### src/sv/lld_pkg.sv
// ----------------------------------------------------------------------------
// lld_pkg
// Types and codes shared by the least-loaded disk selector.
// ----------------------------------------------------------------------------
`default_nettype none

package lld_pkg;

    // Widest index the table can ever need (up to 256 entries).
    localparam int MAX_IDX_W = 8;

    typedef enum logic [1:0] {
        OP_ADD   = 2'd0,
        OP_ALLOC = 2'd1,
        OP_QUERY = 2'd2
    } t_op;

    typedef enum logic [1:0] {
        ST_OK      = 2'd0,
        ST_FULL    = 2'd1,
        ST_NOMATCH = 2'd2
    } t_status;

    typedef enum logic [1:0] {
        S_IDLE,
        S_SCAN,
        S_RESP
    } t_state;

    typedef struct packed {
        logic [1:0]  operation;
        logic [15:0] remote_unit;
        logic [15:0] disk_group;
        logic [15:0] disk_dev;
        logic        match_any;
    } t_req;

    typedef struct packed {
        logic [1:0]  status;
        logic [3:0]  entry_index;
        logic [15:0] sel_unit;
        logic [15:0] sel_group;
        logic [15:0] sel_dev;
        logic [31:0] sel_count;
    } t_rsp;

    // Search token handed from cell to cell.
    typedef struct packed {
        logic                 active;
        logic                 by_group;
        logic                 any;
        logic [15:0]          key;
        logic                 found;
        logic [MAX_IDX_W-1:0] idx;
        logic [15:0]          unit;
        logic [15:0]          group;
        logic [15:0]          dev;
        logic [31:0]          count;
    } t_carry;

    // Broadcast write / increment command to the cells.
    typedef struct packed {
        logic                 add_en;
        logic                 inc_en;
        logic [MAX_IDX_W-1:0] idx;
        logic [15:0]          unit;
        logic [15:0]          group;
        logic [15:0]          dev;
    } t_cmd;

endpackage

`default_nettype wire

### src/sv/lld_cell.sv
// ----------------------------------------------------------------------------
// lld_cell
// One table entry plus one stage of the search token chain.
// ----------------------------------------------------------------------------
`default_nettype none

module lld_cell
    import lld_pkg::*;
#(
    parameter int IDX = 0
) (
    input  wire logic               i_clk,
    input  wire logic               i_rst_n,
    input  wire logic [MAX_IDX_W:0] i_fill,
    input  wire t_cmd               i_cmd,
    input  wire t_carry             i_carry,
    output t_carry                  o_carry
);

    logic [15:0] r_unit;
    logic [15:0] r_group;
    logic [15:0] r_dev;
    logic [31:0] r_cnt;
    t_carry      r_carry;
    t_carry      n_carry;

    logic filled;
    logic hit;
    logic sel_me;

    assign sel_me = (i_cmd.idx == MAX_IDX_W'(IDX));
    assign filled = ((MAX_IDX_W + 1)'(IDX) < i_fill);

    always_comb begin
        hit = filled && (i_carry.any ||
              (i_carry.by_group ? (r_group == i_carry.key) : (r_unit == i_carry.key)));
        n_carry = i_carry;
        // strict less-than keeps the earliest entry on ties
        if (i_carry.active && hit && (!i_carry.found || (r_cnt < i_carry.count))) begin
            n_carry.found = 1'b1;
            n_carry.idx   = MAX_IDX_W'(IDX);
            n_carry.unit  = r_unit;
            n_carry.group = r_group;
            n_carry.dev   = r_dev;
            n_carry.count = r_cnt;
        end
    end

    always_ff @(posedge i_clk) begin
        if (i_cmd.add_en && sel_me) begin
            r_unit  <= i_cmd.unit;
            r_group <= i_cmd.group;
            r_dev   <= i_cmd.dev;
            r_cnt   <= '0;
        end else if (i_cmd.inc_en && sel_me && (r_cnt != '1)) begin
            r_cnt   <= r_cnt + 32'd1;
        end
    end

    always_ff @(posedge i_clk) begin
        if (!i_rst_n) begin
            r_carry <= '0;
        end else begin
            r_carry <= n_carry;
        end
    end

    assign o_carry = r_carry;

endmodule

`default_nettype wire

### config.mk
export PLATFORM = sky130hd
export DESIGN_NAME = lld_cell
export DESIGN_NICKNAME = d
export VERILOG_FILES = /design/src/sv/lld_pkg.sv /design/src/sv/lld_cell.sv
export SDC_FILE = /design/constraint.sdc
export NUM_CORES = 1
export LEC_CHECK = 0
export ABC_AREA = 1
export BUFFER_PORTS_ARGS = -buffer_cell sky130_fd_sc_hd__buf_4
export CORE_MARGIN = 3
export CORE_UTILIZATION = 50
export DETAILED_ROUTE_END_ITERATION = 7
export HOLD_SLACK_MARGIN = 0.12
export PLACE_DENSITY = 0.78
export SETUP_SLACK_MARGIN = 0.05
export SLEW_MARGIN = 20
export SYNTH_ARGS = -nofsm -noshare
export SYNTH_HDL_FRONTEND = slang
export SYNTH_SLANG_ARGS = --single-unit
### constraint.sdc
create_clock -name i_clk -period 4.83 [get_ports i_clk]
set_clock_uncertainty 0.2 [all_clocks]
set_input_delay 1.2075 -clock i_clk [delete_from_list [all_inputs] [get_ports i_clk]]
set_output_delay 1.2075 -clock i_clk [all_outputs]
set_load 0.02 [all_outputs]
Yosys cells after proc, flatten, opt, wreduce, memory -nomap -nowiden
Cells that the tools add are included.

word-level totals
  register bits after elaboration = 188
  bits of input ports = 177
  output and inout bits = 108
  word-level logic and storage cells = 34

cells by class
  add/subtract/negate cells = 1
  magnitude comparators = 2
  equal/unequal tests = 3
  mux-type cells = 2
  bitwise gates (word level) = 1
  reduce and logical (&&, ||, !) cells = 11

operators by type and width
  operator               count
  $mux 89                1
  $add 32x1->32 const B  1
  $eq 16x16->1           2
  $lt 32x32->1           1
  $ne 32x32->1 const B   1
  $lt 1x9->1 const A     1
  $logic_not 8->1        1
  $logic_and 1x1->1      6
  $logic_or 1x1->1       2
  $reduce_or 2->1        1
  $logic_not 1->1        1
  $mux 1                 1
  $not 1->1              1

Logic depth before layout (Yosys ltp)
Gate-level depths: netlist of run 1.

  depth after elaboration = 7
  gate-level depth with buffers = 18
  gate-level depth less buffers = 16

Worst setup path before layout of run 1
No wires, ideal clock.

  kind = input -> register
  from = input i_cmd[49] (netlist name)
  to = register r_dev[0], enable pin
  library setup time = 0.431 ns
  arrival time = 3.467 ns
  data required time = 4.199 ns
  path slack = 0.731 ns
  stages on the path = 4
  path buffers = 1
  cell sequence = nor4_1 nand2_1 nor2_1 clkbuf_1

on the way
  word-level cells in the longest chain between the ends = 2

RTL lines
  item                  RTL line        source
  from (decl)           lld_cell.sv:15  input wire t_cmd i_cmd,
  $logic_not 8->1       lld_cell.sv:31  assign sel_me = (i_cmd.idx == MAX_IDX_W'(IDX));
  $logic_and 1x1->1     lld_cell.sv:50  if (i_cmd.add_en && sel_me) begin
  to (signal assigned)  lld_cell.sv:53  r_dev <= i_cmd.dev;
  to (decl)             lld_cell.sv:22  logic [15:0] r_dev;

No other way between the ends.
A chain may end at the register's enable or synchronous reset.

Worst setup path after layout of run 1
  from = input i_carry[106] (netlist name)
  to = register r_carry, in the netlist o_carry[28]

on the way
  word-level cells in the longest chain between the ends = 6

RTL lines
  item                             RTL line        source
  from (decl)                      lld_cell.sv:16  input wire t_carry i_carry,
  $mux 1                           lld_cell.sv:36  (i_carry.by_group ? (r_group == i_carry.key) : (r_unit == i_carry.key)));
  $logic_or 1x1->1                 lld_cell.sv:35  hit = filled && (i_carry.any ||
  $logic_and 1x1->1                lld_cell.sv:35
  $logic_and 1x1->1 (2 in series)  lld_cell.sv:39  if (i_carry.active && hit && (!i_carry.found || (r_cnt < i_carry.count))) begin
  $mux 89                          lld_cell.sv:39
  to (signal assigned)             lld_cell.sv:64  r_carry <= n_carry;
  to (decl)                        lld_cell.sv:24  t_carry r_carry;

No other way between the ends.

==> results of run 1 <==
[per-stage QoR]
| step | util | hold WS (ns) | total power, uW | instances | area [sq um] |
|---|---|---|---|---|---|
| floorplan | - | 0.262 | 2000 | 1197 | 8900 |
| global placement | 0.645 | 0.276 | 2240 | 1663 | 11200 |
| detailed placement | 0.645 | 0.279 | 2250 | 1663 | 11200 |
| CTS | 0.680 | 0.289 | 3680 | 1695 | 11800 |
| global route | 0.680 | 0.324 | 3810 | 1695 | 11800 |
| finish | 0.680 | 0.287 | 3660 | 1695 | 11800 |
[worst max-delay path: stages]
cell and delay [ns]:
buf_4 0.18, inv_2 0.24, nand2_1 0.15, nand3b_1 0.12, nand2_1 0.06, nor2_1 0.08
nand2_1 0.06, nor2_1 0.08, nand2_1 0.09, a21oi_4 0.62, buf_4 0.43, nand3_1 0.12
nand2_1 0.10, nor2_1 0.05
[kinds of logic after synthesis]
kind of cell	share of synthesized area
AOI/OAI and AO/OA	0.0772
buffers and inverters	0.0993
DFF	0.477
and+or+nand+nor	0.277
xor gates and xnor gates	0.0246
adders and majority gates	0.0450
[power breakdown]
group / internal [uW] / total, uW / switching, uW / leakage, uW
combinational: 239 / 516 / 276 / 0.00411
clock: 794 / 1440 / 646 / 0.000282
sequential: 1680 / 1700 / 25.2 / 0.00159
total: 2710 / 3660 / 948 / 0.00598
[per-layer routing]
metal | part of all wire | global-route usage | wire, um | vias up
met5 | 0 | 0 | 0 | -
met4 | 0.023 | 0.0850 | 612 | 0
met3 | 0.070 | 0.0560 | 1820 | 41
met2 | 0.48 | 0.438 | 12700 | 297
met1 | 0.42 | 0.340 | 11000 | 3918
li1 | - | - | - | 4313
[cell type report]
cell class,instances,area (sq um)
fillers,1458,5550
flip-flops and latches,188,4240
multi-input cells,787,3780
repair buffers,297,2270
inverters,166,623
clock buffers,20,447
well taps,225,282
clock inverters,12,158
[Yosys cell counts (all sizes together)]
| cell type | count | area share |
|---|---|---|
| nor4 | 9 | 0.0063 |
| a21oi | 125 | 0.072 |
| o21ai | 7 | 0.0039 |
| ha | 32 | 0.045 |
| clkbuf | 29 | 0.012 |
| nand2 | 316 | 0.13 |
| xor2 | 25 | 0.025 |
| o21a | 1 | 0.00084 |
| nand3 | 97 | 0.055 |
| nand3b | 8 | 0.0068 |
| edfxtp | 48 | 0.16 |
| inv | 166 | 0.070 |
| nor3 | 25 | 0.014 |
| dfxtp | 140 | 0.32 |
| buf | 27 | 0.017 |
| nand4 | 8 | 0.0056 |
| nor2 | 133 | 0.056 |
| a211oi | 1 | 0.00084 |
[sequential cells by signal, indices dropped and copies added (netlist names)]
register,count
r_group,16
o_carry,108
r_unit,16
r_cnt,32
r_dev,16
[worst min-delay path by stage]
stage	endpoint	slack (ns)
after global placement	r_cnt[30]$_SDFFE_PP0P_	0.28
after detailed placement	r_cnt[30]$_SDFFE_PP0P_	0.28
after floorplan	r_cnt[18]$_SDFFE_PP0P_	0.26
after global routing	r_cnt[30]$_SDFFE_PP0P_	0.32
after CTS	r_cnt[30]$_SDFFE_PP0P_	0.29
final	r_cnt[30]$_SDFFE_PP0P_	0.29
==> run metrics, run 1 <==
Peak supply drop=0.265 mV; final worst-path cycle share=0.723; TritonCTS Buffers=17; #FFs+latches synth=188; Yosys warning total=0; post-synthesis cell count=1,197; Hold Crit Depth=2; CP arrival=3.62 ns; pre-CTS WS=around 0.95 ns; DR vias=about 8,600; Core Region=17,400 sq um; number of global-route vias before repair=7,965; unrepaired setup endpoints after global routing=false; DIE WIDTH=roughly 140 um; most frequent cells in the layout=nand2_1 (315), buf_4 (294), inv_1 (165); clock tree from TritonCTS=done; type of destination of the critical path=register; startpoint of the most critical register-to-register path=r_cnt[17]$_SDFFE_PP0P_; worst setup path endpoint=o_carry[28]$_SDFF_PN0_; post-synthesis cell type count=22; Mapped Nets=1,406; static power due to leakage=approximately 0.0060 uW; clock latency on the worst-skew pair=~0.44 ns; reg2reg setup slack=approximately 1.9 ns; WP data required=4.96 ns; hold buffers post-CTS=0; fraction of final layout cells sized beyond drive strength 1=0.225; time the final worst path needs with I/O delays and setup=about 3.5 ns; Slew headroom=0.484; cell area power density=310 nW/um^2; synthesized area divided by synthesized cell count=7.43 sq um; number of standard-cell rows in the floorplan=48; clk sink count=188; status=finished, final reports clean; synthesis-to-layout area growth=32.7%; maximum clock frequency=287 MHz; I/O Buffers=284; worst hold path type=reg2reg; first-pass iteration count of the detailed router=5; Crit Path Max Fanout=32; Sum Neg Setup Slack=0 ns; remaining global-route overflow=0; Setup Crit Path Kind=in2reg; CTS Root Cell=clkbuf_16; wire length of the first global-routing pass=41,100 um; start point of the worst min-delay path=r_cnt[30]$_SDFFE_PP0P_; start point of the critical path=i_carry[106]; count of final max-slew check failures=0; most common cell after layout, fill and taps aside=nand2_1; proportion of synthesized chip area in sequential cells=0.477; number of setup buffers added after CTS=0; final routed DRC violation total=0; estimated wirelength of the detail-placed design=between 15,000 and 20,000 um; measured slew at the worst slew-check pin=0.775 ns; cells on worst reg2reg path=12; startpoint type of the worst setup path=primary input; largest net degree at the start of global routing=roughly 70; count of H-tree levels built during CTS=4; area of the die=19,400 sq um; initial antenna violation count=0; Antenna Nets Post-Route=0; Worst-path clk slew=roughly 0.070 ns; overall routing resource usage=0.262; worst-case clock buffer depth=2; routability cong.=0.929; count of maximum capacitance violations=0; number of DRC markers after the initial detailed-route iteration=558; Antenna diodes=0; count of nets after finishing=roughly 1,700; Finish-stage setup viols=0; setup ws final=1.34 ns; count of pins on the block boundary=285; Initial Utilization=0.513; wire length reported by the detailed router=26,100 um; vertical die dimension=139 um; destination of the worst register-to-register timing path=o_carry[18]$_SDFF_PN0_; routed wirelength normalized by instance count=15.4 um; post-DR vias/cell=5.06; final hold violations=0; post-CTS sizing=0; Post-Syn Area=8900 sq um
No activity file was read; power rests on OpenSTA's default activity.
==> run 2: changes to the inputs <==
CORE_UTILIZATION = 46   (was 50)
PLACE_DENSITY = 0.75   (was 0.78)
clock period = 3.1 ns   (was 4.83 ns; I/O delays follow)
==> run 2 against run 1 <==
Effect of this change:
- worst setup slack lost 0.86 ns
- critical path type unchanged
- die area grew 8.3%
- largest power group unchanged
- via count is essentially flat
- power grew 54%
- non-clock buffer count grew 13
- final area grew 1.7%
- first-iteration DRC count shrank 16%
- global-route usage shrank 1.8 points
- clock power grew 50%
==> run metrics, run 2 (same netlist as run 1, synthesis figures left out) <==
Peak supply drop=slightly below 0.4 mV; startpoint type of the worst setup path=primary input; largest net degree at the start of global routing=56; wire length of the first global-routing pass=42,000 um; I/O Buffers=284; Design Area, Final=around 12,000 sq um; TritonCTS Buffers=17; static power due to leakage=0.00608 uW; final-layout fill cell count=1,681; Hold Crit Depth=2; number of flip-flops in the largest register=108; Core Region=roughly 19,000 sq um; wire length reported by the detailed router=26,100 um; multi-input logic area=3780 sq um; number of DRC markers after the initial detailed-route iteration=470; destination of the worst register-to-register timing path=r_cnt[3]$_SDFFE_PP0P_; Slew headroom=0.356; unrepaired setup endpoints after global routing=false; count of maximum capacitance violations=0; FF/Latch Area=4240 sq um; startpoint of the most critical register-to-register path=r_cnt[0]$_SDFFE_PP0P_; hold buffers post-CTS=0; WP data required=~3.2 ns; final routed DRC violation total=0; Sum Neg Setup Slack=0 ns; Antenna diodes=0; clk sink count=approximately 190; number of setup buffers added after CTS=0; most frequent cells in the layout=nand2_1 (315), buf_4 (300), inv_1 (165); Finish-stage setup viols=0; first-pass iteration count of the detailed router=5; remaining global-route overflow=0; measured slew at the worst slew-check pin=0.966 ns; area of the die=21,000 sq um; start point of the worst min-delay path=r_cnt[30]$_SDFFE_PP0P_; number of global-route vias before repair=approximately 8,000; CP arrival=2.74 ns; overall routing resource usage=0.244; Worst-path clk slew=approximately 0.07 ns; routability cong.=0.967; Setup Crit Path Kind=in2reg; routed wirelength normalized by instance count=~15 um; status=finished, final reports clean; fraction of final layout cells sized beyond drive strength 1=0.233; worst hold path type=reg2reg; most common cell after layout, fill and taps aside=nand2_1; time the final worst path needs with I/O delays and setup=2.62 ns; cell area power density=469 nW/um^2; final hold violations=0; count of pins on the block boundary=285; maximum clock frequency=381 MHz; reg2reg setup slack=0.51 ns; Hold Path End=r_cnt[30]$_SDFFE_PP0P_; Crit Path Max Fanout=53; post-DR vias/cell=4.92; clock tree from TritonCTS=done; clock latency on the worst-skew pair=between 0.4 and 0.5 ns; Initial Utilization=0.472; count of nets after finishing=roughly 1,700; DIE WIDTH=roughly 150 um; initial antenna violation count=0; cells on worst reg2reg path=11; placement-stage cell area=11,400 sq um; count of final max-slew check failures=0; CTS Root Cell=clkbuf_16; estimated wirelength of the detail-placed design=20,100 um; count of H-tree levels built during CTS=4; synthesis-to-layout area growth=35.0%; type of destination of the critical path=register; post-CTS sizing=0; worst-case clock buffer depth=2; final worst-path cycle share=0.846; DR vias=8,576; number of standard-cell rows in the floorplan=50; vertical die dimension=145 um; Antenna Nets Post-Route=0
==> run 2: cell type report <==
type,count,share of cell area
Timing Repair Buffer,310,0.204
Inverter,166,0.0519
Clock buffer,17,0.0354
Clock inverter,15,0.0129
Sequential cell,188,0.353
Tap cell,260,0.0271
Multi-Input combinational cell,787,0.315
==> run 2: power by group <==
part	internal (uW)	switching (uW)
Clock	1140	1020
Combinational	390	436
Sequential	2610	37.7
Total	4140	1490
==> run 2: stage by stage <==
step / total power (uW) / hold slack [ns] / util / instances / setup slack (ns)
final: 5640 / 0.292 / 0.638 / 1743 / 0.478
after global routing: 5870 / 0.293 / 0.638 / 1743 / 0.238
after CTS: 5680 / 0.293 / 0.638 / 1743 / 0.489
after detailed placement: 3530 / 0.281 / 0.607 / 1711 / 0.0819
after global placement: 3520 / 0.277 / 0.607 / 1711 / 0.127
after floorplan: 3110 / 0.262 / - / 1197 / 0.206
==> run 2: worst max path at each step <==
stage / from / to / slack (ns)
after CTS: i_carry[5] / o_carry[27]$_SDFF_PN0_ / 0.49
final: i_carry[5] / o_carry[27]$_SDFF_PN0_ / 0.48
after global routing: i_carry[5] / o_carry[27]$_SDFF_PN0_ / 0.24
after global placement: i_carry[5] / o_carry[41]$_SDFF_PN0_ / 0.13
after floorplan: i_cmd[49] / r_dev[0]$_DFFE_PP_ / 0.21
after detailed placement: i_carry[5] / o_carry[21]$_SDFF_PN0_ / 0.08
==> run 2: critical path, cell delays in order <==
cell     delay (ns)
buf_4          0.09
inv_1          0.03
ha_1           0.30
a21oi_1        0.14
nor2_1         0.05
nor3_1         0.14
nand2_1        0.09
nand2_1        0.06
nand2_1        0.08
nand2_1        0.07
nand2_1        0.09
nand2_4        0.27
buf_12         0.27
nand3_1        0.12
nand2_1        0.09
nor2_1         0.05
==> run 2: layer usage <==
metal  global-route usage  wire, um  up-vias
li1                     -         -     4332
met1                0.301     11000     3894
met2                0.427     12900      303
met3               0.0525      1570       47
met4               0.0793       671        0
met5                    0         0        -
